`src/rtl/core/dbd_pkg.sv`:
```
// Shared types, constants and calendar table for the days-between-dates block.
package dbd_pkg;

	localparam int YEAR_W  = 14;
	localparam int MONTH_W = 4;
	localparam int DAY_W   = 5;
	localparam int DAYS_W  = 22;
	localparam int DNUM_W  = 23;
	localparam int MUL_A_W = 15;
	localparam int MUL_B_W = 13;
	localparam int PROD_W  = MUL_A_W + MUL_B_W;
	localparam int C100_W  = 8;

	// floor(x / 100) = (x * RECIP_100) >> RECIP_SHIFT for x below 2^15
	localparam logic [MUL_B_W-1:0] RECIP_100   = 13'd5243;
	localparam int                 RECIP_SHIFT = 19;
	localparam logic [MUL_B_W-1:0] CENTURY     = 13'd100;
	localparam logic [MUL_B_W-1:0] YEAR_DAYS   = 13'd365;
	localparam logic [YEAR_W:0]    CENT_BIAS   = 15'd99;

	typedef enum logic [2:0] {
		ST_IDLE,
		ST_C100,
		ST_CHK,
		ST_Y365,
		ST_ACC
	} dbd_state_t;

	// Days before the first of the month; month zero reads as January, above twelve as December.
	function automatic logic [8:0] days_before_month(input logic [MONTH_W-1:0] m);
		logic [8:0] r;
		case (m)
			4'd0, 4'd1: r = 9'd0;
			4'd2:       r = 9'd31;
			4'd3:       r = 9'd59;
			4'd4:       r = 9'd90;
			4'd5:       r = 9'd120;
			4'd6:       r = 9'd151;
			4'd7:       r = 9'd181;
			4'd8:       r = 9'd212;
			4'd9:       r = 9'd243;
			4'd10:      r = 9'd273;
			4'd11:      r = 9'd304;
			default:    r = 9'd334;
		endcase
		return r;
	endfunction

endpackage

```
`src/rtl/core/dbd_mul.sv`:
```
// Shared registered multiplier used by every step of the day-number sequence.
module dbd_mul
	import dbd_pkg::*;
(
	input  logic               clk,
	input  logic [MUL_A_W-1:0] a,
	input  logic [MUL_B_W-1:0] b,
	output logic [PROD_W-1:0]  prod_q
);

	always_ff @(posedge clk) begin
		prod_q <= PROD_W'(a) * PROD_W'(b);
	end

endmodule

```
`src/rtl/core/days_between_dates.sv`:
```
// Days between two Gregorian dates, by iterative day-number conversion.
//
// Input channel (in_valid / in_ready) carries two dates: year, month, day each.
// Output channel (out_valid / out_ready) carries days_apart, the absolute
// distance in days, saturated at the all-ones value of the field.
// Both channels transfer on a clock edge where valid and ready are high.
//
// Each date goes through four steps on one shared multiplier: the century
// ceiling by reciprocal, the century check, 365 times the year, and the
// final sum. Date A is converted first and then date B, and a new item is
// accepted in the same cycle the result appears.
// in_ready is high only while the sequencer is idle.
// If the previous result has not been taken when the next finishes, the
// sequencer holds in its last step until out_ready frees the output register.
// Reset (arst_n low) idles the sequencer and drops out_valid; no clearing
// pass is needed.
module days_between_dates
	import dbd_pkg::*;
(
	input  logic               clk,
	input  logic               arst_n,
	input  logic               in_valid,
	output logic               in_ready,
	input  logic [YEAR_W-1:0]  year_a,
	input  logic [MONTH_W-1:0] month_a,
	input  logic [DAY_W-1:0]   day_a,
	input  logic [YEAR_W-1:0]  year_b,
	input  logic [MONTH_W-1:0] month_b,
	input  logic [DAY_W-1:0]   day_b,
	output logic               out_valid,
	input  logic               out_ready,
	output logic [DAYS_W-1:0]  days_apart
);

	dbd_state_t state_q, state_d;
	logic sel_q, sel_d;
	logic out_valid_q, out_valid_d;

	logic [YEAR_W-1:0]  ya_q, yb_q;
	logic [MONTH_W-1:0] ma_q, mb_q;
	logic [DAY_W-1:0]   da_q, db_q;
	logic [C100_W-1:0]  c100_q;
	logic               cent_q;
	logic [DNUM_W-1:0]  na_q;
	logic [DAYS_W-1:0]  days_q;

	logic [YEAR_W-1:0]  y;
	logic [MONTH_W-1:0] m;
	logic [DAY_W-1:0]   d;
	logic [MUL_A_W-1:0] mul_a;
	logic [MUL_B_W-1:0] mul_b;
	logic [PROD_W-1:0]  prod;
	logic [C100_W-1:0]  c100_new;
	logic [C100_W-1:0]  c400;
	logic [YEAR_W-2:0]  q4;
	logic               leap;
	logic [DNUM_W-1:0]  n_cur;
	logic [DNUM_W-1:0]  diff;
	logic               out_free;

	dbd_mul u_mul (
		.clk    (clk),
		.a      (mul_a),
		.b      (mul_b),
		.prod_q (prod)
	);

	assign y = sel_q ? yb_q : ya_q;
	assign m = sel_q ? mb_q : ma_q;
	assign d = sel_q ? db_q : da_q;

	assign c100_new = prod[RECIP_SHIFT +: C100_W];
	assign c400     = C100_W'((9'(c100_q) + 9'd3) >> 2);
	assign q4       = (YEAR_W-1)'(((YEAR_W+1)'(y) + (YEAR_W+1)'(3)) >> 2);
	// leap: divisible by 4, and not a century unless the century count is a multiple of 4
	assign leap     = (y[1:0] == 2'b00) && (!cent_q || (c100_q[1:0] == 2'b00));

	always_comb begin
		n_cur = prod[DNUM_W-1:0]
			+ DNUM_W'(q4)
			- DNUM_W'(c100_q)
			+ DNUM_W'(c400)
			+ DNUM_W'(days_before_month(m))
			+ DNUM_W'((m > 4'd2) && leap)
			+ DNUM_W'(d);
		diff = (na_q >= n_cur) ? (na_q - n_cur) : (n_cur - na_q);
	end

	assign out_free = !out_valid_q || out_ready;

	// operand select for the shared multiplier
	always_comb begin
		case (state_q)
			ST_C100: begin
				mul_a = MUL_A_W'(y) + CENT_BIAS;
				mul_b = RECIP_100;
			end
			ST_CHK: begin
				mul_a = MUL_A_W'(c100_new);
				mul_b = CENTURY;
			end
			ST_Y365, ST_ACC: begin
				mul_a = MUL_A_W'(y);
				mul_b = YEAR_DAYS;
			end
			default: begin
				mul_a = '0;
				mul_b = '0;
			end
		endcase
	end

	always_comb begin
		state_d     = state_q;
		sel_d       = sel_q;
		out_valid_d = out_valid_q && !out_ready;
		in_ready    = 1'b0;
		case (state_q)
			ST_IDLE: begin
				in_ready = 1'b1;
				if (in_valid) begin
					state_d = ST_C100;
					sel_d   = 1'b0;
				end
			end
			ST_C100: state_d = ST_CHK;
			ST_CHK:  state_d = ST_Y365;
			ST_Y365: state_d = ST_ACC;
			ST_ACC: begin
				if (!sel_q) begin
					state_d = ST_C100;
					sel_d   = 1'b1;
				end else if (out_free) begin
					state_d     = ST_IDLE;
					out_valid_d = 1'b1;
				end
			end
			default: state_d = ST_IDLE;
		endcase
	end

	always_ff @(posedge clk or negedge arst_n) begin
		if (!arst_n) begin
			state_q     <= ST_IDLE;
			sel_q       <= 1'b0;
			out_valid_q <= 1'b0;
		end else begin
			state_q     <= state_d;
			sel_q       <= sel_d;
			out_valid_q <= out_valid_d;
		end
	end

	always_ff @(posedge clk) begin
		if (in_ready && in_valid) begin
			ya_q <= year_a;
			ma_q <= month_a;
			da_q <= day_a;
			yb_q <= year_b;
			mb_q <= month_b;
			db_q <= day_b;
		end
		if (state_q == ST_CHK) begin
			c100_q <= c100_new;
		end
		if (state_q == ST_Y365) begin
			cent_q <= (prod == PROD_W'(y));
		end
		if (state_q == ST_ACC && !sel_q) begin
			na_q <= n_cur;
		end
		// saturate distances beyond the field
		if (state_q == ST_ACC && sel_q && out_free) begin
			days_q <= diff[DNUM_W-1] ? {DAYS_W{1'b1}} : diff[DAYS_W-1:0];
		end
	end

	assign out_valid  = out_valid_q;
	assign days_apart = days_q;

endmodule

```
`config.mk`:
```
export PLATFORM = sky130hd
export DESIGN_NAME = days_between_dates
export DESIGN_NICKNAME = d
export VERILOG_FILES = /design/src/rtl/core/dbd_pkg.sv /design/src/rtl/core/dbd_mul.sv /design/src/rtl/core/days_between_dates.sv
export SDC_FILE = /design/constraint.sdc
export NUM_CORES = 1
export LEC_CHECK = 0
export ABC_CLOCK_PERIOD_IN_PS = 11200
export BUFFER_PORTS_ARGS = -buffer_cell sky130_fd_sc_hd__buf_4
export CAP_MARGIN = 20
export CORE_UTILIZATION = 35
export DETAILED_ROUTE_END_ITERATION = 6
export GPL_TIMING_DRIVEN = 0
export PLACE_DENSITY = 0.49
export SLEW_MARGIN = 20
export SYNTH_ARGS = -nofsm -noshare
export SYNTH_HDL_FRONTEND = slang
export SYNTH_HIERARCHICAL = 1
export SYNTH_SLANG_ARGS = --single-unit
```
`constraint.sdc`:
```
create_clock -name clk -period 11.2 [get_ports clk]
set_input_delay 0.56 -clock clk [delete_from_list [all_inputs] [get_ports clk]]
set_output_delay 0.56 -clock clk [all_outputs]
set_load 0.1 [all_outputs]
```
# Word level (Yosys, flattened, before mapping)
# Memories as Yosys holds them, arrays and structs flattened.
# Cells that the tools add are included.
# classes
n_addsub,11
multipliers,1
magnitude_cmp,2
eq_ne,7
muxes,16
n_reduce_logical,20
# ops
operator,count
subtractor 23 bit,2
case mux 15 bit (3 select lines),1
case mux 13 bit (3 select lines),1
equality test 28 x 14 -> 1 bit,1
multiplier 15 x 13 -> 28 bit,1
adder 23 x 1 -> 23 bit,1
adder 23 x 13 -> 23 bit,1
adder 23 x 5 -> 23 bit,1
adder 23 x 7 -> 23 bit,1
adder 23 x 9 -> 23 bit,1
>= comparator 23 bit,1
2-to-1 mux 23 bit,1
subtractor 23 x 8 -> 23 bit,1
"adder 14 x 2 -> 15 bit, second input constant",1
"adder 14 x 7 -> 15 bit, second input constant",1
case mux 3 bit (5 select lines),1
2-to-1 mux 14 bit,1
"adder 8 x 2 -> 9 bit, second input constant",1
2-to-1 mux 3 bit,3
logical AND 1 bit,7
"equality test 3 x 2 -> 1 bit, second input constant",2
2-to-1 mux 1 bit,5
2-to-1 mux 5 bit,1
"greater-than comparator 4 x 2 -> 1 bit, second input constant",1
other kinds (13),19
# totals
regBits,133
romBits,144
input_bits,50
out_inout_bits,24
memories,1
# mem_list
memory,depth,word_bits,read_ports,rd_ports_with_merged_regs,wr,line,rtl
(name not given),16,9,1,0,0,dbd_pkg.sv:32,case (m)

# Longest topological paths before layout
# Gate-level depths: netlist (run 1).
# logic_depth
word_depth,10
mapped_depth,37
mapped_depth_nobuf,33

# By module
# Netlist (run 1), hierarchy kept.
# modules_own_cells
module,n_inst,cells_each,area_per_inst_um2
days_between_dates,1,991,9610.5
dbd_mul,1,821,7103.1

# Worst setup path before layout (run 1)
# OpenSTA, ideal clock, no wires.
# synth_path
path_kind,flip-flop to flip-flop
startpoint,reg sel_q
endpoint,reg days_q[20] (netlist: days_apart[20]) (data pin)
setup_ns,0.261
arrival_ns,8.001
required_ns,10.939
setup_slack_ns,2.938
stages_incl_launch_ff,36
path_buffers,5
period_less_slack_ns,8.262
cell_sequence,dfrtp_1 buf_2 buf_1 mux2i_1 inv_1 ha_1 nand2_1 a31oi_1 fa_1 fa_1 inv_1 fa_1 inv_1 ha_1 a211oi_1 o21bai_1 nand2b_1 a31o_2 a21oi_1 o21a_1 nor2b_1 a221o_1 xor2_1 ha_1 buf_2 a21oi_1 o21ai_0 o21bai_1 o31ai_2 o311a_2 buf_4 a2111oi_2 a31oi_1 xnor2_2 buf_2 o21ai_1
# synth_between
elab_chain_cells,10
# synth_rtl
item,line,rtl
"start, declared",days_between_dates.sv:36,"logic sel_q, sel_d;"
"start signal, assigned",days_between_dates.sv:149,sel_q <= sel_d;
2-to-1 mux 14 bit,days_between_dates.sv:68,assign y = sel_q ? yb_q : ya_q;
adder 14 x 2 -> 15 bit,days_between_dates.sv:74,assign q4 = (YEAR_W-1)'(((YEAR_W+1)'(y) + (YEAR_W+1)'(3)) >> 2);
adder 23 x 13 -> 23 bit,days_between_dates.sv:80,+ DNUM_W'(q4)
subtractor 23 x 8 -> 23 bit,days_between_dates.sv:81,- DNUM_W'(c100_q)
adder 23 x 7 -> 23 bit,days_between_dates.sv:82,+ DNUM_W'(c400)
adder 23 x 9 -> 23 bit,days_between_dates.sv:83,+ DNUM_W'(days_before_month(m))
adder 23 x 1 -> 23 bit,days_between_dates.sv:84,+ DNUM_W'((m > 4'd2) && leap)
adder 23 x 5 -> 23 bit *,days_between_dates.sv:85,+ DNUM_W'(d);
net n_cur[16],days_between_dates.sv:57,logic [DNUM_W-1:0] n_cur;
subtractor 23 bit or >= comparator 23 bit (tied branches),days_between_dates.sv:86,diff = (na_q >= n_cur) ? (na_q - n_cur) : (n_cur - na_q);
2-to-1 mux 23 bit *,days_between_dates.sv:86,
"end signal, assigned",days_between_dates.sv:174,days_q <= diff[DNUM_W-1] ? {DAYS_W{1'b1}} : diff[DAYS_W-1:0];
"end, declared",days_between_dates.sv:45,logic [DAYS_W-1:0] days_q;
# Mark *: on every way through the listed nets, which the timed path passes. The rest lies on a longest branch.
# A chain may end at the register's enable or synchronous reset.

# Worst setup path in the final report (run 1)
# layout_path
startpoint,reg sel_q
endpoint,reg days_q[6] (netlist: days_apart[6]) (data pin)
# The elaborated chain is that of the path after synthesis.

==> metrics.yaml, run 1 <==
status: "finished with violations"
violations: "design-rule violations"
grt_pass1_wl_mm: 67.3
cts.clk_slew.worst_paths_ns: 0.07
slowest_delay_ns: 0.72
critical_path_arrival_ns: 9.98
rsz0062_at_grt: "false"
syn2layout_area_growth_pct: 12.3
max_cap_viol_count: 0
ys_ff_latch: 133
grt_max_degree: 29
async_flop_share_pct: 3.76
yosys_warnings: 6
clk_latency_ns: 0.45
r2r_start: "sel_q$_DFFE_PN0P_"
fmax_mhz: 102
grt_pass1_vias: 12651
ant_nets: 0
cts_setup_buffers: 0
dieArea_sq_um: 48600
final_layout_size_suffix_gt1_share_pct: 8.72
period_minus_slack_ns: 9.80
synthTopCellsByArea: "fa_1 (21%), edfxtp_1 (18%), ha_1 (14%), inv_1 (7.2%), nand2_1 (4.7%)"
pin_count: 74
yosysSeqAreaShare_pct: 22.1
cts_buffers: 17
yosysTopAreaCell: "fa_1"
drt-total-wl_mm: 41.3
reg2regPathDepth: 35
min_to: "ya_q[4]$_DFFE_PP_"
cts.sinks: 133
diodes: 0
cts_root_buffer: "clkbuf_16"
syn_inst: 1812
routedWlPerCell_um: 16.2
finalHoldViolCount: 0
syn_area_per_cell_sq_um: 9.22
holdPathStages: 1
synth-edff-count: 100
worst_r2r_endpoint: "days_apart[6]$_SDFFCE_PP1P_"
critPathBufInv: 8
synth_ff_type: "edfxtp_1"
synth_top_area_share_pct: 20.8
r2r_setup_slack_ns: 1.40
drt_iter0_drc: 863
synthTopCellsByCount: "inv_1 (322), nand2_1 (209), ha_1 (187)"
rows: 79
cp_num_cells: 35
antenna_found_initial: 0
netlist-cell-type-count: 81
critPathTopFamily: "compound AO/OA/AOI/OAI gates"
port_buffers: 73
synth.most_common_cell: "inv_1"
gp_congestion: 0.866
tightest_slew_ns: 1.03
overflow: 0
period_share_pct: 87.5
placed_cell_area_sq_um: 18200
finalSetupViolations: 0
fin_nets: 2336
synth_area_sq_um: 16700
cp_max_fo: 10
fin_worst_skew_ns: 0.0147
hpwl_mm: 35.3
maxSlewViolCount: 0
fp.dieW_um: 221
hold_class: "in2reg"
crit_path_top_delay_cell: "mux2i_1"
cts_buffer_depth: 2
h-tree-depth: 4
core_sq_um: 46900
critical_path.startpoint_type: "flip-flop"
die_height_um: 221
first_pass_iters: 7
tns_ns: 0
fin_area_sq_um: 18800
worst_setup_path_end_kind: "flip-flop"
crit_type: "reg2reg"
drcViolationCount: 4
initial_core_util_pct: 35.7
vias: 12351
critPathRequiredTime_ns: 11.38
slew_headroom_pct: 30.9
cts_tree: "built"
track_usage_pct: 17.9
min_from: "year_a[4]"
viasPerCell: 4.85
[flip-flops by register name (all words and copies together), names as in the netlist]
register / flops
out_valid: 1
na_q: 23
days_apart: 22
da_q: 5
ma_q: 4
c100_q: 8
yb_q: 14
state_q: 3
mb_q: 4
cent_q: 1
db_q: 5
sel_q: 1
ya_q: 14
u_mul/prod_q: 28
[logic make-up after synthesis]
logic type	synth area share [%]
AO/OA/AOI/OAI	11.9
XOR/XNOR	5.13
adder cells (fa/ha/maj)	34.8
buffers and inverters	8.91
flip-flops	22.1
multiplexers	2.82
other	0.0224
AND/OR/NAND/NOR	14.3
[cells in the final DEF (no fill, tap or decap), types with 18 or more instances in the layout]
| cell type | synthesis | layout |
|---|---|---|
| a21o_1 | 36 | 36 |
| a21oi_1 | 90 | 90 |
| and2_1 | 89 | 88 |
| buf_4 | 2 | 75 |
| clkbuf_1 | 38 | 37 |
| conb_1 | 1 | 18 |
| dfxtp_1 | 28 | 28 |
| edfxtp_1 | 100 | 100 |
| fa_1 | 174 | 174 |
| ha_1 | 187 | 187 |
| inv_1 | 322 | 322 |
| mux2i_1 | 37 | 36 |
| nand2_1 | 209 | 209 |
| nand2b_1 | 18 | 18 |
| nor2_1 | 75 | 74 |
| nor3_1 | 25 | 25 |
| o21ai_0 | 43 | 43 |
| xnor2_1 | 66 | 66 |
| xor2_1 | 30 | 30 |
[layout make-up]
| type | instances | area, sq um |
|---|---|---|
| multi-input cells | 1313 | 11600 |
| flip-flops and latches | 133 | 3690 |
| inverters | 322 | 1210 |
| clock buffers | 17 | 425 |
| fillers | 4758 | 28100 |
| repair buffers | 77 | 611 |
| well taps | 607 | 759 |
| plain buffers | 61 | 282 |
| clock inverters | 15 | 163 |
[per-layer routing]
layer | vias to the layer above | part of all wire, % | wire (um) | GRT usage (%)
met1 | 5909 | 48 | 19800 | 23.7
met3 | 49 | 3.0 | 1230 | 2.27
met2 | 247 | 47 | 19500 | 30.6
met5 | - | 0 | 0 | 0
met4 | 0 | 2.0 | 838 | 5.02
li1 | 6146 | - | - | -
[worst max-delay path by stage]
stage / endpoint / from / slack [ns]
floorplan: days_apart[20]$_SDFFCE_PP1P_ / sel_q$_DFFE_PN0P_ / 2.94
global placement: days_apart[20]$_SDFFCE_PP1P_ / sel_q$_DFFE_PN0P_ / 1.49
detailed placement: days_apart[20]$_SDFFCE_PP1P_ / sel_q$_DFFE_PN0P_ / 1.34
CTS: days_apart[6]$_SDFFCE_PP1P_ / sel_q$_DFFE_PN0P_ / 1.33
global route: days_apart[6]$_SDFFCE_PP1P_ / sel_q$_DFFE_PN0P_ / 0.79
finish: days_apart[6]$_SDFFCE_PP1P_ / sel_q$_DFFE_PN0P_ / 1.40
[stage by stage]
step	hold slack [ns]	util [%]	cells	setup WS, ns
after floorplan	0.264	-	1829	2.94
after global placement	0.371	38.6	2509	1.49
after detailed placement	0.372	38.8	2512	1.34
after CTS	0.257	40.0	2545	1.33
after global routing	0.249	40.1	2545	0.788
final	0.284	40.1	2545	1.40
[timing repair]
action,CTS,global route
endpoints found under the hold margin,5,0
resized for setup,0,0
hold buffers,1,0
Power of run 1 is not shown: default switching activity piles up to over one toggle a cycle in this logic, so the estimate is an artifact.
==> run 2, diff against run 1 <==
PLACE_DENSITY = unset   (was 0.49)
PLACE_DENSITY_LB_ADDON = 0.08   (was unset)
==> run 2 against run 1 <==
Effect of this change:
- the run still ends with design-rule violations left
- routed wire length grew 2.5%
- worst setup slack gained 0.15 ns
- non-clock buffer count shrank 1
- largest cell class unchanged
- worst hold slack lost 0.0044 ns
- final cell count is essentially flat
- register-to-register slack gained 0.15 ns
- clock skew shrank 0.0026 ns
- critical endpoint unchanged
- critical path type unchanged
==> metrics.yaml, run 2 (synthesis results as in run 1) <==
fin_worst_skew_ns: 0.0120
diodes: 0
overflow: 0
grt_max_degree: 29
port_buffers: 73
dieArea_sq_um: 48600
ctsResizeCount: 0
ant_nets: 0
tightest_slew_ns: 1.04
largest_register: "u_mul/prod_q"
critical_path_arrival_ns: 9.83
antenna_found_initial: 0
vias: 12185
grt_pass1_wl_mm: 68.6
dp.cells: 2511
cts_buffer_depth: 2
viasPerCell: 4.79
initial_core_util_pct: 35.7
rsz0062_at_grt: "false"
drt_iter0_drc: 687
fin_nets: 2335
violations: "design-rule violations"
crit_type: "reg2reg"
reg2regPathDepth: 35
multi_input_area_sq_um: 11600
fin_area_sq_um: 18700
slew_headroom_pct: 30.4
critical_path.startpoint_type: "flip-flop"
hpwl_mm: 36.3
finalSetupViolations: 0
fp.dieW_um: 221
rows: 79
crit_path_top_delay_cell: "mux2i_1"
grt_pass1_vias: 12593
wl_met1_mm: 20.4
die_height_um: 221
min_to: "da_q[2]$_DFFE_PP_"
syn2layout_area_growth_pct: 11.9
wl_met2_mm: 20.6
min_from: "day_a[2]"
worst_setup_path_end_kind: "flip-flop"
largest_reg_flops: 28
cts_tree: "built"
critPathRequiredTime_ns: 11.39
tns_ns: 0
h-tree-depth: 4
cts_buffers: 17
maxSlewViolCount: 0
r2r_setup_slack_ns: 1.56
r2r_start: "sel_q$_DFFE_PN0P_"
seq_area_sq_um: 3690
finalWorstSetupSlack_ns: 1.56
final_layout_size_suffix_gt1_share_pct: 8.42
track_usage_pct: 18.4
status: "finished with violations"
first_pass_iters: 7
cts.sinks: 133
placed_cell_area_sq_um: 18100
fin_cells: 2544
place_ws_ns: 1.42
routed.top_layer: "met4"
cp_max_fo: 10
drt-total-wl_mm: 42.4
cts_setup_buffers: 0
holdPathStages: 1
wl_met3_um: 944
worst_r2r_endpoint: "days_apart[6]$_SDFFCE_PP1P_"
cts.clk_slew.worst_paths_ns: 0.06
max_cap_viol_count: 0
hold_class: "in2reg"
slowest_delay_ns: 0.75
period_minus_slack_ns: 9.64
clk_latency_ns: 0.45
routedWlPerCell_um: 16.7
mostFrequentLayoutCells: "inv_1 (322), nand2_1 (209), ha_1 (187)"
fmax_mhz: 104
cts_root_buffer: "clkbuf_16"
period_share_pct: 86.1
pin_count: 74
drcViolationCount: 4
core_sq_um: 46900
finalHoldViolCount: 0
startpoint: "sel_q$_DFFE_PN0P_"
n_fill_cell: 4776
final_common_cell: "inv_1"
gp_congestion: 0.841
## run 2: worst max-delay path, delay by kind of cell, from the launching register on
kind | cells | cell delay [ns]
AO/OA/AOI/OAI | 14 | 2.96
XOR/XNOR | 2 | 0.56
adder cells (fa/ha/maj) | 6 | 2.37
buffers and inverters | 8 | 1.93
flip-flops | 1 | 0.40
multiplexers | 1 | 0.75
AND/OR/NAND/NOR | 4 | 0.40
## run 2: worst max path at each step
| stage | to | slack, ns | depth (start not counted) |
|---|---|---|---|
| after floorplan | days_apart[20]$_SDFFCE_PP1P_ | 2.94 | 35 |
| after global placement | days_apart[20]$_SDFFCE_PP1P_ | 1.42 | 35 |
| after detailed placement | days_apart[6]$_SDFFCE_PP1P_ | 1.42 | 35 |
| after CTS | days_apart[6]$_SDFFCE_PP1P_ | 1.36 | 35 |
| after global routing | days_apart[7]$_SDFFCE_PP1P_ | 0.83 | 35 |
| final | days_apart[6]$_SDFFCE_PP1P_ | 1.56 | 35 |
## run 2: per-layer routing
| layer | up-vias | global-route usage [%] |
|---|---|---|
| li1 | 6141 | - |
| met1 | 5857 | 24.1 |
| met2 | 157 | 32.2 |
| met3 | 30 | 2.36 |
| met4 | 0 | 4.22 |
| met5 | - | 0 |
## run 2: metrics by stage
stage	hold slack, ns	utilization [%]
after floorplan	0.264	-
after global placement	0.372	38.6
after detailed placement	0.375	38.7
after CTS	0.262	39.9
after global routing	0.264	39.9
final	0.280	39.9
## run 2: what timing repair did
| item | CTS | global route |
|---|---|---|
| hold buffers | 1 | 0 |
| setup endpoints to repair | 0 | 0 |
| hold endpoints to repair | 5 | 0 |
## run 2: area by class of cell
cell class,count,area share [%]
clock buffer,23,2.45
timing repair buffer,76,3.24
sequential,133,19.7
tap,607,4.06
inverter,322,6.46
buffer,61,1.51
clock inverter,9,0.428
multi-input combinational,1313,62.1
Power of run 2 is left out for the same reason.
==> run 3, diff against run 2 <==
CORE_UTILIZATION = 39   (was 35)
==> run 3 against run 2 <==
Effect of this change:
- final cell count fell by 2.6%
- sequential share of layout area hardly changed
- register-to-register slack worse by 0.11 ns
- largest cell class unchanged
- the run now ends clean
- count of clock-buffer cells in the layout is 5 lower
==> metrics.yaml, run 3 (synthesis results as in run 1) <==
largest_reg_flops: 28
r2r_setup_slack_ns: 1.45
vias: 12292
r2r_start: "sel_q$_DFFE_PN0P_"
reg2regPathDepth: 35
grt_pass1_vias: 12690
rsz0062_at_grt: "false"
syn2layout_area_growth_pct: 12.0
ant_nets: 0
gp_congestion: 0.890
fp.dieW_um: 209
cp_max_fo: 10
first_pass_iters: 5
pin_count: 74
mostFrequentLayoutCells: "inv_1 (322), nand2_1 (209), ha_1 (187)"
critical_path_arrival_ns: 9.94
rows: 75
cts_setup_buffers: 0
met2_usage_pct: 34.1
min_to: "da_q[0]$_DFFE_PP_"
viasPerCell: 4.96
max_cap_viol_count: 0
fin_worst_skew_ns: 0.0101
multi_input_area_sq_um: 11600
use_met3_pct: 2.54
worst_setup_path_end_kind: "flip-flop"
cts_tree: "built"
n_fill_cell: 4143
fin_area_sq_um: 18700
final_layout_size_suffix_gt1_share_pct: 8.51
dieArea_sq_um: 43700
drt-total-wl_mm: 41.2
crit_type: "reg2reg"
largest_register: "u_mul/prod_q"
initial_core_util_pct: 39.7
grt_pass1_wl_mm: 66.9
utilization_pct: 44.4
port_buffers: 73
drt_iter0_drc: 612
crit_path_top_delay_cell: "mux2i_1"
min_from: "day_a[0]"
hold_class: "in2reg"
cts.sinks: 133
use_met1_pct: 25.2
maxSlewViolCount: 0
grt_max_degree: 31
status: "completed"
track_usage_pct: 19.7
h-tree-depth: 4
top_usage_layer: "met2"
slowest_delay_ns: 0.72
placed_cell_area_sq_um: 18100
fmax_mhz: 103
holdPathStages: 1
cts_buffers: 17
finalSetupViolations: 0
drcViolationCount: 0
antenna_found_initial: 0
worst_hold_slack_ns: 0.292
core_sq_um: 42100
ctsResizeCount: 0
clk_latency_ns: 0.44
slew_headroom_pct: 27.2
period_share_pct: 87.1
cts_buffer_depth: 2
tns_ns: 0
period_minus_slack_ns: 9.75
cts_root_buffer: "clkbuf_16"
die_height_um: 209
cts.clk_slew.worst_paths_ns: 0.06
hpwl_mm: 35.2
overflow: 0
critical_path.startpoint_type: "flip-flop"
seq_area_sq_um: 3690
routedWlPerCell_um: 16.6
worst_r2r_endpoint: "days_apart[20]$_SDFFCE_PP1P_"
tightest_slew_ns: 1.09
critPathRequiredTime_ns: 11.38
finalHoldViolCount: 0
diodes: 0
final_common_cell: "inv_1"
fin_nets: 2336
run 3: area by class of cell:
class,count,area share [%]
buffer,61,1.50
clock inverter,14,1.12
tap,539,3.60
clock buffer,18,2.29
sequential,133,19.7
timing repair buffer,77,3.28
inverter,322,6.46
multi-input combinational,1313,62.0
run 3: how the worst max path moves through the flow:
stage	startpoint	to	slack, ns
2_1_floorplan	sel_q$_DFFE_PN0P_	days_apart[20]$_SDFFCE_PP1P_	2.94
3_3_place_gp	sel_q$_DFFE_PN0P_	days_apart[20]$_SDFFCE_PP1P_	1.35
3_5_place_dp	sel_q$_DFFE_PN0P_	days_apart[20]$_SDFFCE_PP1P_	1.27
4_1_cts	sel_q$_DFFE_PN0P_	days_apart[20]$_SDFFCE_PP1P_	1.28
5_1_grt	sel_q$_DFFE_PN0P_	days_apart[20]$_SDFFCE_PP1P_	0.68
6_report	sel_q$_DFFE_PN0P_	days_apart[20]$_SDFFCE_PP1P_	1.45
run 3: layer usage:
layer  up-vias  wire [um]
li1       6144          -
met1      5911      19200
met2       195      19800
met3        42       1200
met4         0        990
met5         -          0
run 3: critical path: cells and delay by family (launching register included):
| kind | cells | cell delay, ns |
|---|---|---|
| muxes | 1 | 0.72 |
| AOI/OAI and AO/OA | 15 | 3.11 |
| buffers and inverters | 8 | 1.94 |
| DFF | 1 | 0.41 |
| and+or+nand+nor | 3 | 0.35 |
| adders and majority gates | 6 | 2.38 |
| xor gates and xnor gates | 2 | 0.59 |
run 3: what timing repair did:
item,4_1_cts,5_1_grt
hold endpoints to repair,5,0
hold buffers,1,0
setup endpoints to repair,0,0
run 3: metrics by stage:
step / cells / worst slack (ns)
5_1_grt: 2477 / 0.679
6_report: 2477 / 1.45
2_1_floorplan: 1829 / 2.94
3_3_place_gp: 2441 / 1.35
4_1_cts: 2476 / 1.28
3_5_place_dp: 2443 / 1.27
Power of run 3 is left out for the same reason.
